## src/hdl/assert_macros.svh

```systemverilog
// Assertion macros for the sliding-window class vote RTL.
// Each macro expects signals named clk and rst_n in the including module.
`ifndef ASSERT_MACROS_SVH
`define ASSERT_MACROS_SVH

// Checked on every rising edge outside reset.
`define SWCV_ASSERT(lbl, prop, msg) \
  lbl: assert property (@(posedge clk) disable iff (!rst_n) (prop)) \
    else $error(msg);

// Checked on every rising edge, reset included.
`define SWCV_ASSERT_ALWAYS(lbl, prop, msg) \
  lbl: assert property (@(posedge clk) (prop)) \
    else $error(msg);

`endif

```

## src/hdl/swcv_pkg.sv

```systemverilog
// Package for the sliding-window class vote: sizes, register codes, helpers.
// Used by swcv_ring, swcv_cnt_mem and sliding_window_class_vote_core.
`timescale 1ns / 1ps

package swcv_pkg;

  localparam int WINDOW      = 32;
  localparam int NUM_CLASSES = 16;

  // Fixed field widths.
  localparam int LABEL_W    = 4;
  localparam int WIN_W      = 4;
  localparam int MV_W       = 6;
  localparam int MC_W       = 4;
  localparam int CFG_IDX_W  = 2;
  localparam int CFG_DATA_W = 6;

  // Derived sizes.
  localparam int RING_AW = (WINDOW > 1) ? $clog2(WINDOW) : 1;
  localparam int FILL_W  = $clog2(WINDOW + 1);
  localparam int CNT_W   = FILL_W;
  localparam int MRG_W   = CNT_W + 1;
  localparam int CLS_W   = (NUM_CLASSES > 1) ? $clog2(NUM_CLASSES) : 1;
  localparam int CLS_XW  = (CLS_W > LABEL_W) ? CLS_W : LABEL_W;
  localparam int CMP_W   = (MRG_W > MV_W) ? MRG_W : MV_W;

  // Configuration register indexes.
  localparam logic [CFG_IDX_W-1:0] CFG_MIN_VOTES    = 2'd0;
  localparam logic [CFG_IDX_W-1:0] CFG_MERGE_TARGET = 2'd1;
  localparam logic [CFG_IDX_W-1:0] CFG_MERGE_SOURCE = 2'd2;

  localparam logic [MV_W-1:0] MIN_VOTES_RST    = 6'd16;
  localparam logic [MC_W-1:0] MERGE_TARGET_RST = 4'd1;
  localparam logic [MC_W-1:0] MERGE_SOURCE_RST = 4'd2;

  typedef logic [CLS_W-1:0] cls_t;
  typedef logic [CNT_W-1:0] cnt_t;

  typedef struct packed {
    logic push;
    logic clr;
  } ring_ctl_t;

  typedef struct packed {
    cls_t rd_addr;
    logic wr_en;
    cls_t wr_addr;
    cnt_t wr_data;
    logic clr;
  } cnt_req_t;

  // True when a 4-bit class code names a class that exists.
  function automatic logic cls_ok(input logic [LABEL_W-1:0] v);
    logic [CLS_XW:0] w;
    w = (CLS_XW + 1)'(v);
    return w < (CLS_XW + 1)'(NUM_CLASSES);
  endfunction

  // Resize a 4-bit class code to a class index.
  function automatic cls_t to_cls(input logic [LABEL_W-1:0] v);
    logic [CLS_XW-1:0] w;
    w = CLS_XW'(v);
    return w[CLS_W-1:0];
  endfunction

  // Keep the low bits of a class index for the winner field.
  function automatic logic [WIN_W-1:0] to_win(input cls_t c);
    logic [CLS_XW-1:0] w;
    w = CLS_XW'(c);
    return w[WIN_W-1:0];
  endfunction

endpackage

```

## src/hdl/sliding_window_class_vote_core.sv

```systemverilog
// Sliding-window class vote: top level with sequencer and shared compare unit.
// Depends on swcv_pkg, swcv_ring, swcv_cnt_mem and assert_macros.svh.
//
// Input channel (in_valid / in_stall, fields in_op, in_label): a transaction
// is taken when in_valid is high and in_stall low. in_op 0 votes for
// in_label, in_op 1 clears the window and every class count.
// Result channel (out_valid / out_stall, field out_winner): exactly one
// transaction per input transaction, in order, held in an output register
// until taken.
// Configuration (cfg_valid / cfg_ready, cfg_index, cfg_data): cfg_ready is
// always high; index 0 min_votes, 1 merge target class, 2 merge source
// class, other indexes are ignored. Write only while the block is idle.
// Steps follow the single read port of the count memory: for a vote, count
// update (a decrement first once the ring is full), two merge reads, then one
// read and one compare per class from class 1 upward; a clear goes straight to
// the result state. in_stall stays high until the result sits in the output
// register, so no new transaction is taken before the last one is through.
// A stalled receiver holds the sequencer in its result state, so no
// transaction is lost. rst_n clears counts, ring fill and head, loads
// the register defaults and empties the output register.
`timescale 1ns / 1ps
`include "assert_macros.svh"

module sliding_window_class_vote_core (
  input  logic                                clk,
  input  logic                                rst_n,
  // input channel
  input  logic                                in_valid,
  output logic                                in_stall,
  input  logic                                in_op,
  input  logic [swcv_pkg::LABEL_W-1:0]        in_label,
  // result channel
  output logic                                out_valid,
  input  logic                                out_stall,
  output logic [swcv_pkg::WIN_W-1:0]          out_winner,
  // configuration channel
  input  logic                                cfg_valid,
  output logic                                cfg_ready,
  input  logic [swcv_pkg::CFG_IDX_W-1:0]      cfg_index,
  input  logic [swcv_pkg::CFG_DATA_W-1:0]     cfg_data
);
  import swcv_pkg::*;

  // Sequencer states.
  localparam logic [3:0] S_IDLE   = 4'd0;
  localparam logic [3:0] S_DEC_RD = 4'd1;
  localparam logic [3:0] S_DEC_WR = 4'd2;
  localparam logic [3:0] S_INC_RD = 4'd3;
  localparam logic [3:0] S_INC_WR = 4'd4;
  localparam logic [3:0] S_MT_RD  = 4'd5;
  localparam logic [3:0] S_MS_RD  = 4'd6;
  localparam logic [3:0] S_MERGE  = 4'd7;
  localparam logic [3:0] S_SCAN   = 4'd8;
  localparam logic [3:0] S_FIN    = 4'd9;
  localparam logic [3:0] S_OUT    = 4'd10;

  logic [3:0]          state_r;
  logic [3:0]          state_nxt;

  // Configuration registers.
  logic [MV_W-1:0]     min_votes_r;
  logic [MC_W-1:0]     mrg_tgt_r;
  logic [MC_W-1:0]     mrg_src_r;

  // Datapath registers.
  cls_t                label_r;
  cnt_t                tgt_cnt_r;
  logic [MRG_W-1:0]    merged_r;
  logic                mrg_on_r;
  cls_t                pend_idx_r;
  logic [MRG_W-1:0]    best_r;
  cls_t                best_idx_r;
  logic [WIN_W-1:0]    res_r;
  logic                out_valid_r;
  logic [WIN_W-1:0]    out_winner_r;

  ring_ctl_t           ring_ctl;
  cls_t                old_label;
  logic                ring_full;
  cnt_req_t            cnt_req;
  cnt_t                cnt_rd;

  logic                in_acc;
  logic                clr_acc;
  logic                vote_acc;
  logic                out_acc;
  logic                out_load;
  logic [MRG_W-1:0]    scan_val;
  logic                scan_take;
  logic                scan_last;
  logic                mrg_ok;

  assign in_stall   = (state_r != S_IDLE);
  assign in_acc     = in_valid && !in_stall;
  assign clr_acc    = in_acc && in_op;
  assign vote_acc   = in_acc && !in_op;
  assign out_valid  = out_valid_r;
  assign out_winner = out_winner_r;
  assign out_acc    = out_valid_r && !out_stall;
  assign out_load   = (state_r == S_OUT) && (!out_valid_r || !out_stall);
  assign cfg_ready  = 1'b1;

  swcv_ring u_ring (
    .clk       (clk),
    .rst_n     (rst_n),
    .ctl       (ring_ctl),
    .wr_label  (label_r),
    .old_label (old_label),
    .full      (ring_full)
  );

  swcv_cnt_mem u_cnt (
    .clk     (clk),
    .rst_n   (rst_n),
    .req     (cnt_req),
    .rd_data (cnt_rd)
  );

  // Configuration writes; unknown indexes fall through.
  always_ff @(posedge clk) begin
    if (!rst_n) begin
      min_votes_r <= MIN_VOTES_RST;
      mrg_tgt_r   <= MERGE_TARGET_RST;
      mrg_src_r   <= MERGE_SOURCE_RST;
    end else if (cfg_valid && cfg_ready) begin
      unique case (cfg_index)
        CFG_MIN_VOTES:    min_votes_r <= cfg_data[MV_W-1:0];
        CFG_MERGE_TARGET: mrg_tgt_r   <= cfg_data[MC_W-1:0];
        CFG_MERGE_SOURCE: mrg_src_r   <= cfg_data[MC_W-1:0];
        default: ;
      endcase
    end
  end

  // Shared compare unit: one class count per cycle against the running best.
  // The merged count replaces the target class count when the merge applies.
  assign scan_val  = (mrg_on_r && (pend_idx_r == to_cls(mrg_tgt_r))) ?
                     merged_r : MRG_W'(cnt_rd);
  assign scan_take = (pend_idx_r == CLS_W'(1)) || (scan_val > best_r);
  assign scan_last = (pend_idx_r == CLS_W'(NUM_CLASSES - 1));
  assign mrg_ok    = cls_ok(mrg_tgt_r) && cls_ok(mrg_src_r) && (tgt_cnt_r != '0);

  // Sequencer and memory requests.
  always_comb begin
    state_nxt       = state_r;
    ring_ctl        = '0;
    cnt_req         = '0;
    cnt_req.wr_addr = label_r;
    cnt_req.wr_data = cnt_rd + 1'b1;
    unique case (state_r)
      S_IDLE: begin
        if (in_acc) begin
          if (in_op) begin
            ring_ctl.clr = 1'b1;
            cnt_req.clr  = 1'b1;
            state_nxt    = S_OUT;
          end else begin
            state_nxt = ring_full ? S_DEC_RD : S_INC_RD;
          end
        end
      end
      S_DEC_RD: begin
        cnt_req.rd_addr = old_label;
        state_nxt       = S_DEC_WR;
      end
      S_DEC_WR: begin
        // Drop the oldest label from its count.
        cnt_req.wr_en   = (cnt_rd != '0);
        cnt_req.wr_addr = old_label;
        cnt_req.wr_data = cnt_rd - 1'b1;
        state_nxt       = S_INC_RD;
      end
      S_INC_RD: begin
        cnt_req.rd_addr = label_r;
        ring_ctl.push   = 1'b1;
        state_nxt       = S_INC_WR;
      end
      S_INC_WR: begin
        cnt_req.wr_en = 1'b1;
        state_nxt     = S_MT_RD;
      end
      S_MT_RD: begin
        cnt_req.rd_addr = to_cls(mrg_tgt_r);
        state_nxt       = S_MS_RD;
      end
      S_MS_RD: begin
        cnt_req.rd_addr = to_cls(mrg_src_r);
        state_nxt       = S_MERGE;
      end
      S_MERGE: begin
        cnt_req.rd_addr = CLS_W'(1);
        state_nxt       = S_SCAN;
      end
      S_SCAN: begin
        cnt_req.rd_addr = pend_idx_r + 1'b1;
        if (scan_last) begin
          state_nxt = S_FIN;
        end
      end
      S_FIN: begin
        state_nxt = S_OUT;
      end
      S_OUT: begin
        if (out_load) begin
          state_nxt = S_IDLE;
        end
      end
      default: begin
        state_nxt = S_IDLE;
      end
    endcase
  end

  always_ff @(posedge clk) begin
    if (!rst_n) begin
      state_r <= S_IDLE;
    end else begin
      state_r <= state_nxt;
    end
  end

  // Datapath registers, advanced by state.
  always_ff @(posedge clk) begin
    unique case (state_r)
      S_IDLE: begin
        label_r <= cls_ok(in_label) ? to_cls(in_label) : '0;
        res_r   <= '0;
      end
      S_MS_RD: begin
        tgt_cnt_r <= cnt_rd;
      end
      S_MERGE: begin
        merged_r   <= MRG_W'(tgt_cnt_r) + MRG_W'(cnt_rd);
        mrg_on_r   <= mrg_ok;
        pend_idx_r <= CLS_W'(1);
      end
      S_SCAN: begin
        if (scan_take) begin
          best_r     <= scan_val;
          best_idx_r <= pend_idx_r;
        end
        pend_idx_r <= pend_idx_r + 1'b1;
      end
      S_FIN: begin
        res_r <= (CMP_W'(best_r) >= CMP_W'(min_votes_r)) ? to_win(best_idx_r) : '0;
      end
      default: ;
    endcase
  end

  // Output register: hold until taken, refill only from the final state.
  always_ff @(posedge clk) begin
    if (!rst_n) begin
      out_valid_r <= 1'b0;
    end else if (out_load) begin
      out_valid_r <= 1'b1;
    end else if (out_acc) begin
      out_valid_r <= 1'b0;
    end
  end

  always_ff @(posedge clk) begin
    if (out_load) begin
      out_winner_r <= res_r;
    end
  end

  // A clear goes straight to the result stage with no winner.
  `SWCV_ASSERT(a_clear_result, clr_acc |=> (state_r == S_OUT && res_r == '0), "clear not zero")

  // A vote never skips the count update.
  `SWCV_ASSERT(a_vote_busy, vote_acc |=> (state_r == S_DEC_RD || state_r == S_INC_RD), "vote idle")

  // The output register is only filled from the result stage.
  `SWCV_ASSERT(a_out_source, $rose(out_valid_r) |-> ($past(state_r) == S_OUT), "stray load")

  // Reset empties the output register.
  `SWCV_ASSERT_ALWAYS(a_reset_out, !rst_n |=> !out_valid_r, "output valid after reset")

endmodule

```

## src/hdl/swcv_ring.sv

```systemverilog
// Label ring of the last WINDOW votes with head pointer and fill count.
// Depends on swcv_pkg. The oldest label is read from the head slot, registered.
`timescale 1ns / 1ps

module swcv_ring (
  input  logic             clk,
  input  logic             rst_n,
  input  swcv_pkg::ring_ctl_t ctl,
  input  swcv_pkg::cls_t   wr_label,
  output swcv_pkg::cls_t   old_label,
  output logic             full
);
  import swcv_pkg::*;

  cls_t                 mem [WINDOW];
  cls_t                 rd_q;
  logic [RING_AW-1:0]   head_r;
  logic [RING_AW-1:0]   head_nxt;
  logic [FILL_W-1:0]    fill_r;
  logic [FILL_W-1:0]    fill_nxt;

  assign full      = (fill_r == FILL_W'(WINDOW));
  assign old_label = rd_q;

  always_comb begin
    head_nxt = head_r;
    fill_nxt = fill_r;
    if (ctl.clr) begin
      head_nxt = '0;
      fill_nxt = '0;
    end else if (ctl.push) begin
      head_nxt = (head_r == RING_AW'(WINDOW - 1)) ? '0 : head_r + 1'b1;
      if (!full) begin
        fill_nxt = fill_r + 1'b1;
      end
    end
  end

  always_ff @(posedge clk) begin
    if (!rst_n) begin
      head_r <= '0;
      fill_r <= '0;
    end else begin
      head_r <= head_nxt;
      fill_r <= fill_nxt;
    end
  end

  // Slot under the head holds the oldest label once the ring is full.
  always_ff @(posedge clk) begin
    if (ctl.push && !ctl.clr) begin
      mem[head_r] <= wr_label;
    end
    rd_q <= mem[head_r];
  end

endmodule

```

## src/hdl/swcv_cnt_mem.sv

```systemverilog
// Per-class vote counts: one-read one-write memory with registered read.
// Depends on swcv_pkg. Valid bits make an unwritten or cleared entry read as 0.
`timescale 1ns / 1ps

module swcv_cnt_mem (
  input  logic               clk,
  input  logic               rst_n,
  input  swcv_pkg::cnt_req_t req,
  output swcv_pkg::cnt_t     rd_data
);
  import swcv_pkg::*;

  cnt_t                    mem [NUM_CLASSES];
  logic [NUM_CLASSES-1:0]  vld_r;
  cnt_t                    rd_q;
  logic                    rd_vld_q;

  assign rd_data = rd_vld_q ? rd_q : '0;

  always_ff @(posedge clk) begin
    if (!rst_n) begin
      vld_r <= '0;
    end else if (req.clr) begin
      vld_r <= '0;
    end else if (req.wr_en) begin
      vld_r[req.wr_addr] <= 1'b1;
    end
  end

  always_ff @(posedge clk) begin
    if (req.wr_en && !req.clr) begin
      mem[req.wr_addr] <= req.wr_data;
    end
    rd_q     <= mem[req.rd_addr];
    rd_vld_q <= vld_r[req.rd_addr] && !req.clr;
  end

endmodule
```

## config.mk

```make
export PLATFORM = sky130hd
export DESIGN_NAME = sliding_window_class_vote_core
export DESIGN_NICKNAME = d
export VERILOG_FILES = /design/src/hdl/swcv_pkg.sv /design/src/hdl/sliding_window_class_vote_core.sv /design/src/hdl/swcv_ring.sv /design/src/hdl/swcv_cnt_mem.sv
export VERILOG_INCLUDE_DIRS = /design/src /design/src/hdl
export SDC_FILE = /design/constraint.sdc
export NUM_CORES = 1
export LEC_CHECK = 0
export BUFFER_PORTS_ARGS = -buffer_cell sky130_fd_sc_hd__buf_2
export CORE_ASPECT_RATIO = 0.5
export CORE_UTILIZATION = 50
export DETAILED_ROUTE_END_ITERATION = 7
export PLACE_DENSITY = 0.69
export SYNTH_ARGS = -nofsm -noshare
export SYNTH_HDL_FRONTEND = slang
export SYNTH_SLANG_ARGS = --single-unit
```

## constraint.sdc

```tcl
create_clock -name clk -period 4.9 [get_ports clk]
set_input_delay 0.245 -clock clk [delete_from_list [all_inputs] [get_ports clk]]
set_output_delay 0.245 -clock clk [all_outputs]
set_load 0.005 [all_outputs]
```

==> metrics.md <==
| Metric | Value |
|---|---|
| Cell area power density | 470 nW/µm² |
| Worst Hold Margin | 0.0272 ns |
| Post-synthesis cell area | around 14000 µm² |
| Final estimated routing congestion in global placement | 0.860 |
| Switching power of the nets | 2.10 mW |
| Number of enable flip-flop cells after synthesis | between 200 and 300 |
| Total of buffers placed on input and output ports | 23 |
| Maximum buffer depth of the clock tree | 3 |
| Most frequent cell after synthesis | edfxtp_1 |
| Final Slew Violations | 0 |
| Leakage power figure | 5.31 nW |
| Number of setup buffers added after CTS | 0 |
| Setup violators final | 0 |
| Number of distinct library cells after synthesis | 60 |
| TNS Setup | 0 ns |
| Vias post-DR | 7952 |
| Worst max-slew margin expressed relative to the limit | 10.6% |
| Overall Global Routing Usage | a little over 20% |
| Starting Density | 51.4% |
| Overall die area | between 20000 and 30000 µm² |
| Antenna violations before repair | 0 |
| Critical path data required time | 5.08 ns |
| Grt total ovfl | 0 |
| Antenna-violating nets left | 0 |
| Cells after Synth | 960 |
| Sequential power share | approximately half |
| Arrival time of data at the critical path endpoint | between 3 and 4 ns |
| Sequential cell area fraction in the yosys report | about two thirds |
| Delay of the slowest critical-path stage | 0.67 ns |
| Fraction of layout cells with a size suffix above 1 | 12.3% |
| Vias in the first global route | 7972 |
| Htree depth | 1 |
| Peak VDD IR | 266 µV |
| Post-detailed-routing wire length | roughly 28000 µm |
| Yosys warnings | 0 |
| Status | completed |
| Overall die width | ~240 µm |
| Type of the worst min-delay path | primary input to register |
| Fraction of power consumed by the clock network | 29.9% |
| Final HPWL from detailed placement | roughly 18000 µm |
| Layout overhead on the synthesized area | 10.8% |
| Internal power | 5.04 mW |
| Ratio of final minimum period to clock period | 72.1% |
| Total power of the final layout | 7.14 mW |
| Final non-filler cell area | roughly 15000 µm² |
| Library cell appearing most often on the critical path | o21ai_0 |
| Main area contributors after synthesis | edfxtp_1, dfxtp_1, mux4_2, mux2i_1, nor2_1 |
| Post-placement cell area | around 14000 µm² |
| Top cell type's share of synthesized area | 58.0% |
| Die boundary height | 119 µm |
| Clock Skew | 0.00935 ns |
| Largest net degree at the start of global routing | 38 |
| Number of rows in the core area | 42 |
| Clk Latency, worst-skew pair | 0.56 ns |
| # diodes | 0 |
| DRC viols | 0 |
| Buffer cell driving the clock tree root | clkbuf_16 |
| Max-cap violations | 0 |
| Kind of critical path | register to register |
| Wirelength per Cell | 20.1 µm |
| Area inside the core boundary | 26700 µm² |
| Sink count of the clock tree | 322 |
| Slowest stage cell on the critical path | nor2_1 |
| Series of cell instances along the critical path | xnor2_1 -> nand2_1 -> nor4_1 -> buf_4 -> mux2_2 -> ha_1 -> nor2b_1 -> o21ai_0 -> a21oi_1 -> o21ai_0 -> nand3b_1 -> a22oi_1 -> nor2_1 |
| Switching portion of total power | 29.4% |
| Via density per instance | 5.77 |
| Critical path fanouts, max | 11 |
| Shortest clock period the worst path allows after layout | 3.53 ns |
| Kind of end point of the critical path | register |
| Proportion of synthesized flip-flops having asynchronous set or reset | 0% |
| Final hold violation count | 0 |
| Syn Nets | 1012 |
| Final cell count without fillers | 1379 |
| Worst Max-Slew Pin Slew | 1.33 ns |
| Iteration-0 DRC count of the detailed router | about 640 |
| Gate power share | 20.9% |
| Library cell occupying the most area in the post-synthesis netlist | edfxtp_1 |
| Clock tree from TritonCTS | yes |
| Highest clock rate | 0.283 GHz |
| Clock Pin Slew Worst Setup and Hold Paths | ~0.070 ns |
| TritonCTS Buffers | 29 |
| Mapped Avg Cell Area | 14.3 µm² |
| Top cell types by occurrence after synthesis | edfxtp_1, nor2_1, mux2i_1, nand2_1, dfxtp_1 |
| Number of iterations in the first detailed-routing pass | 5 |
| Predominant post-synthesis flop cell | edfxtp_1 |
| First-pass GRT wire length | 44000 µm |
| Unrepaired setup endpoints after global routing | false |
| Io pins | 25 |
| Nets | 1056 |
| Placed insts | 1312 |
| Startpoint kind of the worst setup timing path | register |
| Seq cells post-synth | 322 |
[what timing repair did]
item                                   4_1_cts  5_1_grt
resized for setup                            0        0
endpoints found under the hold margin       18        0
hold buffers                                13        0
[placed cells by master, fill, tap and decap left out, types with 4 or more instances in the layout]
cell,Yosys,layout
edfxtp_1,265,265
nor2_1,126,126
mux2i_1,75,75
nand2_1,60,60
dfxtp_1,57,56
inv_1,41,41
mux4_2,34,34
ha_1,32,32
clkbuf_16,0,29
a21oi_1,26,26
buf_2,14,23
nor2b_1,18,18
nand3_1,14,14
dlygate4sd3_1,0,13
nand3b_1,12,12
buf_4,1,12
xnor2_1,11,11
nor3_1,12,11
xor2_1,10,10
nand2b_1,10,10
o21ai_0,10,10
nand4_1,10,10
clkbuf_1,17,10
mux2_2,9,9
and2_1,8,8
o22ai_1,8,8
a32oi_1,7,7
clkinv_2,0,7
a31oi_1,6,6
a21o_1,5,5
nor4_1,5,5
a221oi_1,5,5
a22oi_1,5,5
o2111a_1,4,4
nor3b_1,4,4
[flip-flops by register name, summed over array words and instances, names as in the netlist, 4 cells and up]
register and count:
pend_idx_r 4, u_ring.old_label 4, best_r 7, merged_r 7, state_r 4, label_r 4
u_ring.head_r 5, mrg_tgt_r 4, res_r 4, u_cnt.rd_q 6, best_idx_r 4, min_votes_r 6
u_cnt.vld_r 16, u_ring.fill_r 6, u_ring.mem 128, u_cnt.mem 96, out_winner 4, mrg_src_r 4
tgt_cnt_r 6
[power groups by stage]
stage | Clock (mW) | Sequential, mW | Combinational, mW
2_1_floorplan | 0 | 3.53 | 1.07
3_3_place_gp | 0 | 3.55 | 1.44
3_5_place_dp | 0 | 3.57 | 1.49
4_1_cts | 2.18 | 3.51 | 1.50
5_1_grt | 2.28 | 3.53 | 1.63
6_report | 2.14 | 3.51 | 1.49
[worst paths after layout]
kind	endpoint	cells past startpoint	slack, ns	startpoint
worst max-delay path	best_r[2]	13	1.37	pend_idx_r[0]
worst min-delay path	mrg_src_r[1]	2	0.03	rst_n
worst max register to register	best_r[2]	13	1.37	pend_idx_r[0]
worst min register to register	out_winner[2]	0	0.43	res_r[2]
[routing by layer]
| layer | wire length [µm] | track usage (%) | vias to the layer above |
|---|---|---|---|
| met4 | 659 | 6.01 | 0 |
| met5 | 0 | 0.178 | - |
| met2 | 13100 | 32.9 | 223 |
| met3 | 1500 | 3.41 | 50 |
| met1 | 12400 | 28.6 | 3994 |
| li1 | - | - | 3685 |
[per-stage QoR]
step                      utilization [%]  setup slack [ns]
after floorplan                         -              1.38
after global placement               53.1              1.41
after detailed placement             53.1              1.36
after CTS                            56.9              1.37
after global routing                 56.9              1.04
final                                56.9              1.37
[cells by family (layout without fill, tap and decap cells)]
| group | count (synthesis) | count (layout) | synth area share [%] |
|---|---|---|---|
| adders and majority gates | 34 | 34 | 3.21 |
| and+or+nand+nor | 294 | 294 | 10.1 |
| AOI/OAI and AO/OA | 93 | 93 | 4.68 |
| xor gates and xnor gates | 21 | 21 | 1.34 |
| DFF | 322 | 322 | 66.4 |
| buffers and inverters | 77 | 144 | 2.49 |
| muxes | 118 | 118 | 11.8 |
| other | 1 | 1 | 0.0273 |
[worst max-delay path: cells and delay by family, from the launching register on]
family / cells / cell delay [ns]
compound gates: 4 / 0.39
xor+xnor: 1 / 0.18
fa+ha+maj: 1 / 0.29
buf+inv: 1 / 0.23
flops: 1 / 0.50
mux: 1 / 0.36
simple gates: 5 / 1.21
[layout make-up]
| class | count | area (µm²) |
|---|---|---|
| inverters | 42 | 158 |
| well taps | 352 | 440 |
| clock buffers | 40 | 777 |
| multi-input cells | 561 | 4280 |
| flip-flops and latches | 322 | 9100 |
| fillers | 2084 | 11500 |
| repair buffers | 48 | 335 |
| clock inverters | 14 | 101 |
Power figures use the tool's default switching activity.
